## src/rtl/wsts_pkg.sv

```systemverilog
// package for the work stealing task scheduler
// holds sequencer states, request codes, status codes and register indexes
`default_nettype none

package wsts_pkg;

  typedef enum logic [2:0] {
    S_IDLE,
    S_DEC,
    S_MOD,
    S_SUB,
    S_SCAN,
    S_RD
  } state_t;

  typedef logic [1:0] req_t;
  localparam req_t REQ_SUBMIT   = 2'd0;
  localparam req_t REQ_FETCH    = 2'd1;
  localparam req_t REQ_SHUTDOWN = 2'd2;

  typedef logic [2:0] status_t;
  localparam status_t STS_ACCEPTED = 3'd0;
  localparam status_t STS_OWN      = 3'd1;
  localparam status_t STS_STOLEN   = 3'd2;
  localparam status_t STS_NONE     = 3'd3;
  localparam status_t STS_REFUSED  = 3'd4;
  localparam status_t STS_EXIT     = 3'd5;
  localparam status_t STS_FULL     = 3'd6;
  localparam status_t STS_BAD      = 3'd7;

  localparam logic REG_WORKER_COUNT = 1'b0;
  localparam logic [3:0] WORKER_COUNT_RESET = 4'd1;

endpackage

`default_nettype wire

```

## src/rtl/work_stealing_task_scheduler_top.sv

```systemverilog
// work stealing task scheduler: per-worker deques in one task memory,
// sequenced by a small state machine around a shared queue cursor unit
// depends on wsts_pkg
//
//   channel  | ports                                   | handshake
//   ---------+-----------------------------------------+---------------------------
//   request  | in_req_type, in_worker_id, in_task_id   | start when busy is low
//   result   | out_status, out_task_out, out_source_.. | out_valid, one cycle
//   config   | psel penable pwrite paddr pwdata prdata | apb write, pready high
//
// submit: decode, then the pointer is reduced by worker_count while it lies beyond
//   a shrunk count, then the write; refused submit, shutdown, bad worker end in decode
// own fetch: decode, then the read; steal: decode, a scan past empty queues, then the read;
//   miss: decode, then a scan of all the other queues
// one item at a time; the result shows in the first cycle with busy low
// rst_n is synchronous; results cannot be held off by the receiver
`default_nettype none

module work_stealing_task_scheduler_top #(
  parameter int MAX_WORKERS  = 8,
  parameter int QUEUE_DEPTH  = 16,
  parameter int TASK_ID_BITS = 16
) (
  input  wire logic        clk,
  input  wire logic        rst_n,
  input  wire logic        start,
  output logic             busy,
  input  wire logic [1:0]  in_req_type,
  input  wire logic [2:0]  in_worker_id,
  input  wire logic [15:0] in_task_id,
  output logic             out_valid,
  output logic [2:0]       out_status,
  output logic [15:0]      out_task_out,
  output logic [2:0]       out_source_queue,
  output logic [7:0]       out_pending_tasks,
  input  wire logic        psel,
  input  wire logic        penable,
  input  wire logic        pwrite,
  input  wire logic [2:0]  paddr,
  input  wire logic [31:0] pwdata,
  output logic [31:0]      prdata,
  output logic             pready
);

  localparam int QW = (MAX_WORKERS > 1) ? $clog2(MAX_WORKERS) : 1;
  localparam int CW = ($clog2(MAX_WORKERS + 1) > 4) ? $clog2(MAX_WORKERS + 1) : 4;
  localparam int IW = $clog2(QUEUE_DEPTH);
  localparam int FW = $clog2(QUEUE_DEPTH + 1);
  localparam int BW = FW + 1;
  localparam int AW = $clog2(MAX_WORKERS * QUEUE_DEPTH);
  localparam int DEPTH = MAX_WORKERS * QUEUE_DEPTH;
  localparam int SW = (TASK_ID_BITS < 16) ? TASK_ID_BITS : 16;
  localparam int PW = $clog2(MAX_WORKERS * QUEUE_DEPTH + 1);
  localparam int PX = (PW > 8) ? PW : 8;

  wsts_pkg::state_t state_r, state_nxt;

  logic [IW-1:0] front_r [MAX_WORKERS];
  logic [IW-1:0] front_nxt [MAX_WORKERS];
  logic [FW-1:0] fill_r [MAX_WORKERS];
  logic [FW-1:0] fill_nxt [MAX_WORKERS];
  logic [QW-1:0] rr_r, rr_nxt;
  logic [PW-1:0] pend_r, pend_nxt;
  logic          stop_r, stop_nxt;
  logic [3:0]    wc_r;

  logic [1:0]    req_r;
  logic [2:0]    wid_r;
  logic [SW-1:0] tid_r;
  logic [CW-1:0] n_r;
  logic [CW-1:0] cur_r, cur_nxt;
  logic [CW-1:0] k_r, k_nxt;

  logic          out_valid_r, out_valid_nxt;
  logic [2:0]    out_status_r, out_status_nxt;
  logic [15:0]   out_task_r;
  logic [2:0]    out_src_r, out_src_nxt;
  logic [7:0]    out_pend_r, out_pend_nxt;

  logic [SW-1:0] mem [DEPTH];
  logic [SW-1:0] rdata_r;
  logic          mem_we, mem_re;
  logic [AW-1:0] mem_addr;

  logic          accept;
  logic          cfg_wr;
  logic [CW-1:0] wc_ext, mw_c, n_acc;
  logic [CW-1:0] wid_ext;
  logic [QW-1:0] widq, curq, scanq;
  logic [CW-1:0] cur_inc;
  logic [FW-1:0] fp1;
  logic [IW-1:0] f_inc, f_dec;
  logic [BW-1:0] back_sum;
  logic [IW-1:0] back_idx;
  logic [PX-1:0] pend_ext;
  logic [CW-1:0] src_ext;
  logic [QW-1:0] src_q;

  assign accept = start && (state_r == wsts_pkg::S_IDLE);
  assign busy   = (state_r != wsts_pkg::S_IDLE);
  assign cfg_wr = psel && penable && pwrite && (paddr[2] == wsts_pkg::REG_WORKER_COUNT);
  assign pready = 1'b1;
  assign prdata = (paddr[2] == wsts_pkg::REG_WORKER_COUNT) ? {28'd0, wc_r} : 32'd0;

  assign wc_ext = CW'(wc_r);
  assign mw_c   = CW'(MAX_WORKERS);
  assign n_acc  = (wc_r == 4'd0) ? CW'(1) : ((wc_ext > mw_c) ? mw_c : wc_ext);

  assign wid_ext = CW'(wid_r);
  assign widq    = wid_ext[QW-1:0];
  assign curq    = cur_r[QW-1:0];
  assign cur_inc = ((cur_r + CW'(1)) == n_r) ? '0 : (cur_r + CW'(1));
  assign scanq   = cur_inc[QW-1:0];

  // queue cursor: the one queue whose ring pointers are worked on this cycle
  always_comb begin
    src_q = curq;
    unique case (state_r)
      wsts_pkg::S_DEC:  src_q = widq;
      wsts_pkg::S_SCAN: src_q = scanq;
      default:          src_q = curq;
    endcase
  end

  assign fp1      = FW'(front_r[src_q]) + FW'(1);
  assign f_inc    = (fp1 == FW'(QUEUE_DEPTH)) ? '0 : fp1[IW-1:0];
  assign f_dec    = (front_r[src_q] == '0) ? IW'(QUEUE_DEPTH - 1) : (front_r[src_q] - IW'(1));
  assign back_sum = BW'(front_r[src_q]) + BW'(fill_r[src_q]) - BW'(1);
  assign back_idx = (back_sum >= BW'(QUEUE_DEPTH)) ? IW'(back_sum - BW'(QUEUE_DEPTH))
                                                   : back_sum[IW-1:0];
  assign src_ext  = CW'(src_q);

  always_comb begin
    state_nxt     = state_r;
    front_nxt     = front_r;
    fill_nxt      = fill_r;
    rr_nxt        = rr_r;
    pend_nxt      = pend_r;
    stop_nxt      = stop_r;
    cur_nxt       = cur_r;
    k_nxt         = k_r;
    out_valid_nxt = 1'b0;
    out_status_nxt = wsts_pkg::STS_NONE;
    out_src_nxt   = 3'd0;
    out_pend_nxt  = out_pend_r;
    mem_we        = 1'b0;
    mem_re        = 1'b0;
    mem_addr      = AW'(src_q) * AW'(QUEUE_DEPTH) + AW'(front_r[src_q]);
    unique case (state_r)
      wsts_pkg::S_IDLE: begin
        if (start) begin
          state_nxt = wsts_pkg::S_DEC;
        end
      end
      wsts_pkg::S_DEC: begin
        out_valid_nxt = 1'b1;
        state_nxt     = wsts_pkg::S_IDLE;
        priority if (req_r == wsts_pkg::REQ_SUBMIT) begin
          if (stop_r) begin
            out_status_nxt = wsts_pkg::STS_REFUSED;
          end else begin
            out_valid_nxt = 1'b0;
            cur_nxt       = CW'(rr_r);
            state_nxt     = wsts_pkg::S_MOD;
          end
        end else if (req_r == wsts_pkg::REQ_FETCH) begin
          if (wid_ext >= n_r) begin
            out_status_nxt = wsts_pkg::STS_BAD;
          end else if (fill_r[widq] != '0) begin
            out_valid_nxt    = 1'b0;
            mem_re           = 1'b1;
            front_nxt[widq]  = f_inc;
            fill_nxt[widq]   = fill_r[widq] - FW'(1);
            pend_nxt         = pend_r - PW'(1);
            out_status_nxt   = wsts_pkg::STS_OWN;
            out_src_nxt      = src_ext[2:0];
            state_nxt        = wsts_pkg::S_RD;
          end else begin
            out_valid_nxt = 1'b0;
            cur_nxt       = wid_ext;
            k_nxt         = CW'(1);
            state_nxt     = wsts_pkg::S_SCAN;
          end
        end else if (req_r == wsts_pkg::REQ_SHUTDOWN) begin
          stop_nxt       = 1'b1;
          out_status_nxt = wsts_pkg::STS_ACCEPTED;
        end else begin
          out_status_nxt = wsts_pkg::STS_NONE;
        end
      end
      wsts_pkg::S_MOD: begin
        if (cur_r >= n_r) begin
          cur_nxt = cur_r - n_r;
        end else begin
          state_nxt = wsts_pkg::S_SUB;
        end
      end
      wsts_pkg::S_SUB: begin
        out_valid_nxt = 1'b1;
        out_src_nxt   = src_ext[2:0];
        state_nxt     = wsts_pkg::S_IDLE;
        if (fill_r[curq] >= FW'(QUEUE_DEPTH)) begin
          out_status_nxt = wsts_pkg::STS_FULL;
        end else begin
          mem_we          = 1'b1;
          mem_addr        = AW'(curq) * AW'(QUEUE_DEPTH) + AW'(f_dec);
          front_nxt[curq] = f_dec;
          fill_nxt[curq]  = fill_r[curq] + FW'(1);
          rr_nxt          = cur_inc[QW-1:0];
          pend_nxt        = pend_r + PW'(1);
          out_status_nxt  = wsts_pkg::STS_ACCEPTED;
        end
      end
      wsts_pkg::S_SCAN: begin
        if (k_r >= n_r) begin
          out_valid_nxt  = 1'b1;
          out_status_nxt = (stop_r && (pend_r == '0)) ? wsts_pkg::STS_EXIT
                                                      : wsts_pkg::STS_NONE;
          state_nxt      = wsts_pkg::S_IDLE;
        end else if (fill_r[scanq] != '0) begin
          mem_re          = 1'b1;
          mem_addr        = AW'(scanq) * AW'(QUEUE_DEPTH) + AW'(back_idx);
          fill_nxt[scanq] = fill_r[scanq] - FW'(1);
          pend_nxt        = pend_r - PW'(1);
          out_status_nxt  = wsts_pkg::STS_STOLEN;
          out_src_nxt     = src_ext[2:0];
          state_nxt       = wsts_pkg::S_RD;
        end else begin
          cur_nxt = cur_inc;
          k_nxt   = k_r + CW'(1);
        end
      end
      wsts_pkg::S_RD: begin
        out_valid_nxt  = 1'b1;
        out_status_nxt = out_status_r;
        out_src_nxt    = out_src_r;
        out_pend_nxt   = out_pend_r;
        state_nxt      = wsts_pkg::S_IDLE;
      end
      default: begin
        state_nxt = wsts_pkg::S_IDLE;
      end
    endcase
    pend_ext = PX'(pend_nxt);
    if (state_r != wsts_pkg::S_RD) begin
      out_pend_nxt = pend_ext[7:0];
    end
  end

  always_ff @(posedge clk) begin
    if (!rst_n) begin
      state_r     <= wsts_pkg::S_IDLE;
      rr_r        <= '0;
      pend_r      <= '0;
      stop_r      <= 1'b0;
      wc_r        <= wsts_pkg::WORKER_COUNT_RESET;
      out_valid_r <= 1'b0;
      for (int i = 0; i < MAX_WORKERS; i++) begin
        front_r[i] <= '0;
        fill_r[i]  <= '0;
      end
    end else begin
      state_r     <= state_nxt;
      rr_r        <= rr_nxt;
      pend_r      <= pend_nxt;
      stop_r      <= stop_nxt;
      out_valid_r <= out_valid_nxt;
      front_r     <= front_nxt;
      fill_r      <= fill_nxt;
      if (cfg_wr) begin
        wc_r <= pwdata[3:0];
      end
    end
  end

  always_ff @(posedge clk) begin
    if (accept) begin
      req_r <= in_req_type;
      wid_r <= in_worker_id;
      tid_r <= in_task_id[SW-1:0];
      n_r   <= n_acc;
    end
    cur_r        <= cur_nxt;
    k_r          <= k_nxt;
    out_status_r <= out_status_nxt;
    out_src_r    <= out_src_nxt;
    out_pend_r   <= out_pend_nxt;
    out_task_r   <= (state_r == wsts_pkg::S_RD) ? 16'(rdata_r) : 16'd0;
  end

  // task memory, one port
  always_ff @(posedge clk) begin
    if (mem_we) begin
      mem[mem_addr] <= tid_r;
    end
    if (mem_re) begin
      rdata_r <= mem[mem_addr];
    end
  end

  assign out_valid         = out_valid_r;
  assign out_status        = out_status_r;
  assign out_task_out      = out_task_r;
  assign out_source_queue  = out_src_r;
  assign out_pending_tasks = out_pend_r;

endmodule

`default_nettype wire

```

## config.mk

```make
export PLATFORM = sky130hd
export DESIGN_NAME = work_stealing_task_scheduler_top
export DESIGN_NICKNAME = d
export VERILOG_FILES = /design/src/rtl/wsts_pkg.sv /design/src/rtl/work_stealing_task_scheduler_top.sv
export SDC_FILE = /design/constraint.sdc
export NUM_CORES = 2
export LEC_CHECK = 0
export BUFFER_PORTS_ARGS = -buffer_cell sky130_fd_sc_hd__buf_2
export CAP_MARGIN = 10
export CELL_PAD_IN_SITES_DETAIL_PLACEMENT = 0
export CELL_PAD_IN_SITES_GLOBAL_PLACEMENT = 1
export CORE_ASPECT_RATIO = 1.75
export CORE_UTILIZATION = 31
export DETAILED_ROUTE_END_ITERATION = 8
export PLACE_DENSITY = 0.62
export SYNTH_ARGS = -nofsm -noshare
export SYNTH_HDL_FRONTEND = slang
export SYNTH_SLANG_ARGS = --single-unit
export TNS_END_PERCENT = 30
```

## constraint.sdc

```tcl
create_clock -name clk -period 20.4 [get_ports clk]
set_input_delay 5.1 -clock clk [delete_from_list [all_inputs] [get_ports clk]]
set_output_delay 5.1 -clock clk [all_outputs]
set_load 0.01 [all_outputs]
```

**Yosys cells after proc, flatten, opt, wreduce, memory -nomap -nowiden**

Memory sizes are Yosys's and may differ from the RTL's. A register that Yosys moved wholly into a read port is not among the register bits.
Index checks and enable logic that the tools add are counted.

- Add/subtract/negate cells: 16
- Multiply operators: 0
- Div/mod/pow operators: 0
- Order comparisons: 13
- Eq/ne operators: 27
- Shift-type cells: 0
- Muxes and demuxes: 124
- Bitwise gates (word level): 8
- Reduce and logical (&&, ||, !) cells: 29

Operator list:

| cell | number |
|---|---|
| $mux W40 | 7 |
| $mux W32 | 5 |
| $bwmux W40 | 3 |
| $pmux W40 S3 | 1 |
| $mux W4 | 24 |
| $bwmux W32 | 2 |
| $pmux W32 S2 | 1 |
| $bmux W5 S3 | 4 |
| $mux W3 | 20 |
| $mux W8 | 7 |
| $mux W5 | 11 |
| $demux W5 S3 | 3 |
| $pmux W3 S4 | 3 |
| $demux W4 S3 | 2 |
| $ne A2 B2 Y1 const B | 12 |
| $pmux W8 S3 | 1 |
| $add A7 B4 Y7 | 3 |
| $mux W7 | 3 |
| $ne A3 B3 Y1 const B | 6 |
| $mux W1 | 17 |
| $ge A4 B4 Y1 const B | 4 |
| $not A3 Y4 | 4 |
| $reduce_and A8 Y1 | 2 |
| $pmux W7 S2 | 1 |
| 45 further kinds | 71 |

- Flip-flop bits (word level): 155
- Bits in latches: 0
- Memory bits (writable): 2,048
- Memory bits (read-only): 0
- Input bits: 62
- Output and inout bits: 65
- Logic and storage cells: 251
- Memories: 1

Memory list:

| memory | depth | width | rd ports | clocked after memory_dff | write ports | RTL line | source |
|---|---|---|---|---|---|---|---|
| mem | 128 | 16 | 1 | 1 | 1 | work_stealing_task_scheduler_top.sv:80 | `logic [SW-1:0] mem [DEPTH];` |

**Depth between registers and ports, before layout**

- Word-level depth: 17
- Mapped depth: 34
- Mapped depth without buffers: 24

**Worst setup path before layout**

No wires, ideal clock.

- Path type: input to output
- From: in paddr[2]
- To: out prdata[0]
- Data arrival time: 5,278 ps
- Required time: 15,300 ps
- Setup slack: 10,022 ps
- Cell stages on the path: 1
- Path buffers: 0
- Cells stage by stage: nor2b_1

- Longest elaborated chain between the ends: 1

Ends and longest elaborated chain:

| item | RTL line | source |
|---|---|---|
| from (decl) | work_stealing_task_scheduler_top.sv:39 | `input wire logic [2:0] paddr,` |
| $mux W4 | work_stealing_task_scheduler_top.sv:103 | `assign prdata = (paddr[2] == wsts_pkg::REG_WORKER_COUNT) ? {28'd0, wc_r} : 32'd0;` |
| to (decl) | work_stealing_task_scheduler_top.sv:41 | `output logic [31:0] prdata,` |

No other way between the ends.

**Worst setup path after layout**

- From: reg cur_r[0]
- To: reg rdata_r[4] (read register of mem), data pin

- Longest elaborated chain between the ends: 16
- Elaborated cells on any way between the ends: 39
- Those cells by class: add/sub: 8; order compare: 2; eq/ne: 1; mux: 23; bitwise: 3; reduce/logical: 2

Ends and longest elaborated chain:

| item | RTL line | source |
|---|---|---|
| from (decl) | work_stealing_task_scheduler_top.sv:71 | `logic [CW-1:0] cur_r, cur_nxt;` |
| from (signal assigned) | work_stealing_task_scheduler_top.sv:283 | `cur_r <= cur_nxt;` |
| $add A4 B1 Y4 | work_stealing_task_scheduler_top.sv:112 | `assign cur_inc = ((cur_r + CW'(1)) == n_r) ? '0 : (cur_r + CW'(1));` |
| $eq A4 B4 Y1 | work_stealing_task_scheduler_top.sv:112 |  |
| $mux W4 | work_stealing_task_scheduler_top.sv:112 |  |
| $pmux W3 S2 | work_stealing_task_scheduler_top.sv:118 | `unique case (state_r)` |
| $not A3 Y4 (not written as such) | work_stealing_task_scheduler_top.sv:127, work_stealing_task_scheduler_top.sv:128, work_stealing_task_scheduler_top.sv:148 |  |
| $bmux W4 S3 / $bmux W5 S3 (equally long branches) | work_stealing_task_scheduler_top.sv:127, work_stealing_task_scheduler_top.sv:128, work_stealing_task_scheduler_top.sv:148 |  |
| $mux W4 (not written as such) / $mux W5 (equally long branches) (2 in a row) | work_stealing_task_scheduler_top.sv:127, work_stealing_task_scheduler_top.sv:128, work_stealing_task_scheduler_top.sv:148 |  |
| $add A4 B5 Y6 | work_stealing_task_scheduler_top.sv:128 | `assign back_sum = BW'(front_r[src_q]) + BW'(fill_r[src_q]) - BW'(1);` |
| $sub A6 B1 Y6 | work_stealing_task_scheduler_top.sv:128 |  |
| $ge A6 B5 Y1 / $sub A4 B1 Y4 (equally long branches) | work_stealing_task_scheduler_top.sv:129 | `assign back_idx = (back_sum >= BW'(QUEUE_DEPTH)) ? IW'(back_sum - BW'(QUEUE_DEPTH))` |
| $mux W4 | work_stealing_task_scheduler_top.sv:129 |  |
| $add A7 B4 Y7 | work_stealing_task_scheduler_top.sv:222 | `mem_addr = AW'(scanq) * AW'(QUEUE_DEPTH) + AW'(back_idx);` |
| $mux W7 | work_stealing_task_scheduler_top.sv:220 | `end else if (fill_r[scanq] != '0) begin` |
| $mux W7 | work_stealing_task_scheduler_top.sv:215 | `if (k_r >= n_r) begin` |
| $pmux W7 S2 | work_stealing_task_scheduler_top.sv:149 | `unique case (state_r)` |
| to (decl) | work_stealing_task_scheduler_top.sv:81 | `logic [SW-1:0] rdata_r;` |

Parallel ways exist; a longest one is shown, timed or not. The select of a mux whose other input is x is not followed.
A chain may end at the register's enable or synchronous reset.

==> metrics.cfg <==
[global_route]
grt-ovfl-total = 0
grt_max_degree = 122
antenna_found_initial = 9
grt_pass1_vias = 58900
grt_pass1_wl_um = 448000
track_usage_pct = 21.0

[sta]
setup_tns_ps = 0
finalHoldViolations = 0
fin_skew_ps = 81.3
period_share_pct = 55.2
period_minus_slack_ps = 11250
setup_viol = 0
relSlewSlack_pct = 9.22
worst_slew_pin_slew_ps = 1350
rsz0062_at_grt = no
maxSlewViolCount = 0
max_freq_mhz = 88.9
fin_ws_ps = 9150

[clock_network]
post-cts-setup-buffers = 0
cts_tree = done
clock_sinks = 2219
htreeDepth = 4
clk_path_buf_depth = 4
cts_buffers = 193
cts_root_buf = clkbuf_16
clock_latency_ps = 880
clk_pin_slew_ps = 70
cts-resized-gates = 0
holdBufCountCts = 0

[floorplanning]
die_w_um = 414
start_util_pct = 31.2
fp.coreArea_um2 = 295000
die_h_um = 722
ios = 127
die_area_um2 = 299000
rows = 264

[cells_and_area]
fin_nets = 7016
final_cell_mix = edfxtp_1, nand2_1, nand3_1
areaGrowthSynthToFinish_pct = 12.3
mostFrequentLayoutCell = edfxtp_1
drive_gt1_share_pct = 11.6
design_area_um2 = 103000

[placed_design]
gp_congestion = 0.923
dpl.hpwl_um = 200000
post-place-ws_ps = 9210
port_buffers = 67
placed_cell_area_um2 = 97500

[detailed_routing]
route.met3.wl_um = 18200
route.detailed.drc = 2
vias_per_cell = 5.51
wl_met1_um = 112000
vias = 60200
routed_wl_um = 320000
wl_per_cell_um = 29.3
dr_wl_met2_um = 163000
top_layer_used = met4
ant_nets = 0
first_iter_violations = 5824
first_pass_iters = 8

[critical_path]
worstReg2RegEnd = rdata_r[4]$_DFFE_PP_
crit-reg2reg-launch = cur_r[0]$_DFFE_PP_
cp.arrival_ps = 11750
crit_top_cell = buf_4
ff2ff_path_depth = 30
crit_path_max_fanout = 59
crit_path_end_kind = flop
slowest_stage = a221oi_1
path_buf_inv = 11
required_ps = 20900
crit_family = buffers and inverters
critPathKind = flop to flop
worstSetupPathDepth = 30
setup.worst_path.start_class = flop
slowest_delay_ps = 1080
r2r_slack_ps = 9150

[min_path]
hold_path_end = out_task_out[6]$_SDFF_PP0_
hp-class = flop to flop
hp-start = rdata_r[6]$_DFFE_PP_
whs_path_depth = 1

[synthesis]
synth_ff_type = edfxtp_1
synth_area_um2 = 91900
synth-compound-area-share_pct = 9.50
synth_top_family_by_area = simple AND/OR/NAND/NOR gates
synth_edf_count = 2111
synthArstFlopShare_pct = 0
ys_ff_latch = 2219
synth.mux.area_fraction_pct = 3.78
yosys.area_share.xor_xnor_pct = 0.455
ys_warn_count = 0
avgSynthCellArea_um2 = 13.5
synth_seq_area_share_pct = 71.3
ys_types = 111
synthSimpleGateAreaFrac_pct = 11.8
synth_adder_area_share_pct = 0.343
synthCells = 6814

[outcome]
violations = design-rule violations
status = finished with violations

[pwr]
ir_drop_mv = 0.0871
p_total_uw = 11600
power_density_nw_per_um2 = 113
p_leak_uw = 0.0333

[flow_run]
drv_cap = 0

## layer usage
layer  track usage [%]  vias up
li1                  -    26100
met1              23.3    30800
met2              37.1     2561
met3              2.31      793
met4              15.3        0
met5                 0        -
## kinds of logic (layout without fill, tap and decap cells)
family                   count (synthesis)  after routing
AND/OR/NAND/NOR                       2516           2516
flip-flops                            2219           2219
AO/OA/AOI/OAI                         1242           1242
buffers and inverters                  522            746
multiplexers                           248            248
XOR/XNOR                                41             41
adder cells (fa/ha/maj)                 24             24
other                                    2             31
## power by group
group | total [uW] | internal [uW] | switching [uW]
sequential | 5050 | 5030 | 14.3
combinational | 3070 | 781 | 2290
clock | 3530 | 1860 | 1670
## metrics by stage
stage               std cells  hold WS (ps)  util (%)
finish                  10900           440      35.0
global placement        10600           429      33.1
floorplan                6841           420         -
global route            10900           465      35.0
CTS                     10900           439      35.0
detailed placement      10600           430      33.1
## cell usage after synthesis, types with 105 or more instances
master	count	area, um2
a221oi_1	105	920
nand2_1	1413	5300
nor2_1	311	1170
clkbuf_1	142	533
nand3_1	543	2720
o21ai_0	126	631
edfxtp_1	2111	63400
a22oi_1	118	886
buf_2	216	1080
dfxtp_1	108	2160
mux2i_1	149	1490
a21oi_1	332	1660
## sequential cells by signal (all words and copies together) (netlist names), 8 cells and up
signal and cells:
out_task_out 16, out_pending_tasks 8, front_r 32, pend_r 8
mem 2048, fill_r 40, rdata_r 16, tid_r 16
## how the worst max path moves through the flow
stage | startpoint | to | slack, ps
after detailed placement | cur_r[0]$_DFFE_PP_ | rdata_r[4]$_DFFE_PP_ | 9210
after global placement | cur_r[0]$_DFFE_PP_ | rdata_r[4]$_DFFE_PP_ | 9240
final | cur_r[0]$_DFFE_PP_ | rdata_r[4]$_DFFE_PP_ | 9150
after global routing | cur_r[0]$_DFFE_PP_ | rdata_r[4]$_DFFE_PP_ | 8740
after floorplan | paddr[2] | prdata[0] | 10020
after CTS | cur_r[0]$_DFFE_PP_ | rdata_r[4]$_DFFE_PP_ | 9210
## cell type report
class / instances / area [um2]
Sequential cell: 2219 / 65600
Antenna cell: 2 / 5.00
Tap cell: 3857 / 4830
Clock inverter: 95 / 684
Fill cell: 28300 / 192000
Timing Repair Buffer: 379 / 2790
Inverter: 37 / 139
Clock buffer: 235 / 5060
Multi-Input combinational cell: 4100 / 24200
## worst register-to-register path: cells and delay by family, from the launching register on
family	cells	cell delay, ps
buf+inv	11	4270
compound gates	9	3450
simple gates	6	1440
fa+ha+maj	4	1430
flops	1	320
No activity file was read; power rests on OpenSTA's default activity.
